`src/design/qrm_pkg.sv`:
```
// Shared widths and constants for the quaternion to rotation matrix block.
package qrm_pkg;
  localparam int ONE_Q14 = 16384;
  localparam int Q_W = 15;      // quotient bits, enough for 0..16384
  localparam int PROD_W = 32;   // signed 16x16 product
  localparam int N_W = 33;      // squared norm, up to 2^32
  localparam int NUM_W = 34;    // signed numerator, magnitude up to n
  localparam int D_W = 34;      // divisor 2n
  localparam int R_W = 35;      // partial remainder before compare
  localparam int OUT_W = 16;
  localparam int NUM_ENT = 9;
  localparam int THR_W = 32;
  localparam logic [THR_W-1:0] THR_RESET = 32'd2;

  typedef logic signed [OUT_W-1:0] entry_t;
  typedef logic [N_W-1:0] mag_t;

  // Front end output for one item.
  typedef struct packed {
    logic valid;
    logic degen;
    logic [N_W-1:0] n;
  } front_ctl_t;
endpackage

```
`src/design/qrm_div_lane.sv`:
```
// Pipelined restoring divider: round(mag * 2^14 / n), one quotient bit per stage.
module qrm_div_lane (
  input  logic clk,
  input  qrm_pkg::mag_t mag,
  input  logic [qrm_pkg::N_W-1:0] n,
  input  logic neg_in,
  output logic [qrm_pkg::Q_W-1:0] quot,
  output logic neg_out
);
  import qrm_pkg::*;

  // Dividend is mag*2^15 + n over divisor 2n, which rounds half away from zero.
  logic [R_W-1:0] rem [Q_W+1];
  logic [Q_W-1:0] low [Q_W+1];
  logic [Q_W-1:0] q [Q_W+1];
  logic [D_W-1:0] den [Q_W+1];
  logic sgn [Q_W+1];

  always_comb begin
    rem[0] = R_W'(mag) + R_W'(n >> Q_W);
    low[0] = n[Q_W-1:0];
    q[0] = '0;
    den[0] = {n, 1'b0};
    sgn[0] = neg_in;
  end

  for (genvar s = 0; s < Q_W; s++) begin : g_stage
    logic [R_W-1:0] shifted;
    logic fits;
    assign shifted = {rem[s][R_W-2:0], low[s][Q_W-1]};
    assign fits = shifted >= R_W'(den[s]);
    always_ff @(posedge clk) begin
      rem[s+1] <= fits ? shifted - R_W'(den[s]) : shifted;
      low[s+1] <= {low[s][Q_W-2:0], 1'b0};
      q[s+1] <= {q[s][Q_W-2:0], fits};
      den[s+1] <= den[s];
      sgn[s+1] <= sgn[s];
    end
  end

  assign quot = q[Q_W];
  assign neg_out = sgn[Q_W];
endmodule

```
`config.mk`:
```
export PLATFORM = sky130hd
export DESIGN_NAME = qrm_div_lane
export DESIGN_NICKNAME = d
export VERILOG_FILES = /design/src/design/qrm_pkg.sv /design/src/design/qrm_div_lane.sv
export SDC_FILE = /design/constraint.sdc
export NUM_CORES = 2
export LEC_CHECK = 0
export BUFFER_PORTS_ARGS = -buffer_cell sky130_fd_sc_hd__buf_2
export CORE_AREA = 4 4 305 307
export CTS_CLUSTER_SIZE = 14
export DETAILED_ROUTE_END_ITERATION = 7
export DIE_AREA = 0 0 309 311
export PLACE_DENSITY = 0.76
export SLEW_MARGIN = 20
export SYNTH_ARGS = -nofsm -noshare
export SYNTH_HDL_FRONTEND = slang
export SYNTH_SLANG_ARGS = --single-unit
```
`constraint.sdc`:
```
create_clock -name clk -period 5.7 [get_ports clk]
set_input_delay 0.57 -clock clk [delete_from_list [all_inputs] [get_ports clk]]
set_output_delay 0.57 -clock clk [all_outputs]
set_load 0.02 [all_outputs]
```
==> flow_summary.yaml <==
place:
  dpl.cell_count: 6996
  placed_cell_area_um2: 55300
  pre_cts_slack_ps: 181
  placement.io_buffers: 83
  routabilityCongestion: 0.965
  dp.final_hpwl_mm: 105
finish:
  final_cells: 7216
  utilization: 0.659
  drive_above_1_share: 0.103
  area_delta_synth_final_pct: 10.3
  antenna_cells: 0
  most-common-layout-cells: "dfxtp_1 (1059), inv_1 (608), ha_1 (512), a21oi_1 (470), nand2_1 (360)"
  stdcell_area_um2: 59300
  final_common_cell: "dfxtp_1"
  final_nets: 6546
min_path:
  min_path_cells: 1
  hp-class: "in -> reg"
  min_from: "n[30]"
  holdPathEnd: "den[507]"
detailed_routing:
  via_count: 41300
  drcViolationCount: 0
  wl_per_cell_um: 18.3
  drt_iter0_drc: 2022
  vias_per_cell: 5.72
  drtPass1Iterations: 7
  antenna_left: 0
  wl_mm: 132
critical_path:
  worst_r2r_path_depth: 13
  slowest_delay_ps: 530
  critPathBufInv: 4
  endpoint_kind: "register"
  worstPathCellList: "dlygate4sd3_1 > buf_2 > ha_1 > inv_1 > fa_1 > nor2b_1 > o31a_1 > o21ai_0 > a21oi_1 > o221ai_1 > a211o_1 > nand2b_1 > xnor2_1 > ha_1 > nand4_1 > or3_1 > buf_4 > o31a_1 > and4b_1 > a2111oi_0 > mux2_2"
  reg2reg_from: "g_stage[6].shifted[1]"
  worstPathRequired_ps: 6340
  startpoint_type: "primary input"
  crit_family: "compound AO/OA/AOI/OAI gates"
  crit_fanout: 6
  r2r_slack_ps: 1460
  r2r-end: "g_stage[7].shifted[8]"
  arrival_ps: 6010
  worstSetupPathType: "in -> reg"
  slowest_stage: "dlygate4sd3_1"
synth:
  avgSynthCellArea_um2: 9.21
  synth_area_leaders: "dfxtp_1 (39%), ha_1 (12%), a21oi_1 (4.4%), mux2_2 (4.4%), inv_1 (4.2%)"
  synth_top_cell_area_share: 0.394
  synth.area.mux_share: 0.0582
  synth_compound_area_frac: 0.182
  synth_xor_area_frac: 0.0648
  yosys_warnings: 0
  synth_top_family_by_area: "compound AO/OA/AOI/OAI gates"
  synth_area_um2: 53800
  synth_edf_count: 0
  synth_cell_types: 101
  ys_seq_elements: 1059
  syn_nets: 6431
  ys.flop_type: "dfxtp_1"
  synth-seq-area-share: 0.394
  yosys.area_share.simple: 0.120
  syn_inst: 5836
  async_reset_ff_frac: 0
  yosysTopAreaCell: "dfxtp_1"
  synth_adder_area_share: 0.125
die:
  fp.dieH_um: 311
  die_w_um: 309
  rows: 110
  ioPinCount: 84
  coreArea_um2: 90000
  initial_utilization: 0.597
  die-area_um2: 96100
clock_tree:
  cts_sinks: 1059
  root_buffer: "clkbuf_16"
  cts_buffers: 109
  htree_levels: 3
  cts_tree: "built"
  clock_path_buffers: 3
  insertion_delay_ps: 700
  clk_pin_slew_ps: 60
  post_cts_resized: 0
pwr:
  switching_share: 0.397
  p_clk_frac: 0.191
  irDropWorstVdd_mv: 0.329
  p_leak_nw: 27.8
  power_mw: 39.0
  power_density_nw_per_um2: 658
  comb_power_share: 0.523
  seqPwrFrac: 0.285
  p_int_mw: 23.6
  switching_power_mw: 15.5
sta:
  setup_slack_ps: 327
  setup_tns_ps: 0
  rsz0062_at_grt: "no"
  hold_slack_ps: 52.3
  final.period_utilization: 0.943
  relSlewSlack: 0.251
  finalMaxSlewViolations: 0
  setup_violations: 0
  layout_min_cycle_time_ps: 5370
  clock-skew-final_ps: 17.6
  worstMarginPinSlew_ps: 1110
  hold_viol_final: 0
  fmax_ghz: 0.186
grt:
  grt_max_degree: 63
  grt_antenna_before_repair: 1
  grt_util_met3: 0.0319
  grt_pass1_wl_mm: 211
  use_met2: 0.540
  overflow: 0
  met1_usage: 0.249
  grt_use_total: 0.271
  top_usage_layer: "met2"
  grt_pass1_vias: 42400
flow_run:
  drv_cap: 0
outcome:
  status: "finished clean"
## flip-flops by register name, summed over array words and instances, names as in the netlist
name and cells:
g_stage.shifted 476, sgn 14, q 105, neg_out 1, quot 15, den 448
## worst max path at each step
stage | start | end | cells after the start
after detailed placement | n[15] | g_stage[1].shifted[18] | 21
final | n[15] | g_stage[1].shifted[32] | 21
after floorplan | mag[0] | g_stage[1].shifted[28] | 22
after global placement | n[15] | g_stage[1].shifted[28] | 21
after CTS | n[15] | g_stage[1].shifted[26] | 22
after global routing | n[15] | g_stage[1].shifted[26] | 22
## cells in the mapped netlist (22+ instances only)
master	instances
clkbuf_1	69
buf_4	22
and2_1	33
mux2_2	208
nor4_1	28
o211ai_1	29
mux2_4	23
nand2_1	360
a21oi_1	470
o21ai_0	319
xor2_1	138
nor3_1	81
nor2b_1	76
dfxtp_1	1059
or3_1	26
a21o_1	236
o21a_1	63
a31oi_1	57
nor2_1	331
and3_1	56
nand2b_1	68
nand3_1	81
mux2i_1	23
xnor2_1	260
a211oi_1	44
inv_1	608
o21bai_1	41
buf_2	35
nand4_1	77
o31ai_1	33
ha_1	512
## kinds of logic (layout without fill, tap and decap cells)
kind of cell,count (synthesis),count (layout)
muxes,273,273
adders and majority gates,527,527
and+or+nand+nor,1309,1309
buffers and inverters,749,953
DFF,1059,1059
xor gates and xnor gates,398,398
AOI/OAI and AO/OA,1521,1521
## cell type report
type	instances	area, um^2
fill	7394	30700
clock inverter	65	848
multi-input combinational	4028	29600
clock buffer	135	2980
inverter	609	2290
timing repair buffer	144	973
tap	1176	1470
sequential	1059	21200
## power by group through the flow
stage | sequential [mW] | combinational (mW) | clock [mW]
finish | 11.1 | 20.4 | 7.47
global route | 11.4 | 22.6 | 7.95
CTS | 11.1 | 20.3 | 7.63
detailed placement | 11.3 | 20.1 | 0
global placement | 11.2 | 19.8 | 0
floorplan | 10.8 | 16.1 | 0
## worst reg2reg max path: stages, from the launching register on
cell and delay (ps):
dfxtp_1 330, inv_1 90, ha_1 220, fa_1 400
nand2b_1 180, a21oi_1 310, o211ai_1 220, a211oi_1 790
o211a_1 310, o221a_2 320, a31oi_1 140, nor2b_2 180
buf_4 290, mux2_2 350
## what timing repair did
item | 4_1_cts | 5_1_grt
buffers inserted | 0 | 0
hold endpoints to repair | 20 | 0
hold buffers | 20 | 0
## routing by layer
layer / vias to the layer above / routed length (um)
li1: 20700 / -
met1: 19300 / 46300
met2: 916 / 71600
met3: 438 / 3910
met4: 0 / 10400
met5: - / 0
No activity file was read; power rests on OpenSTA's default activity.
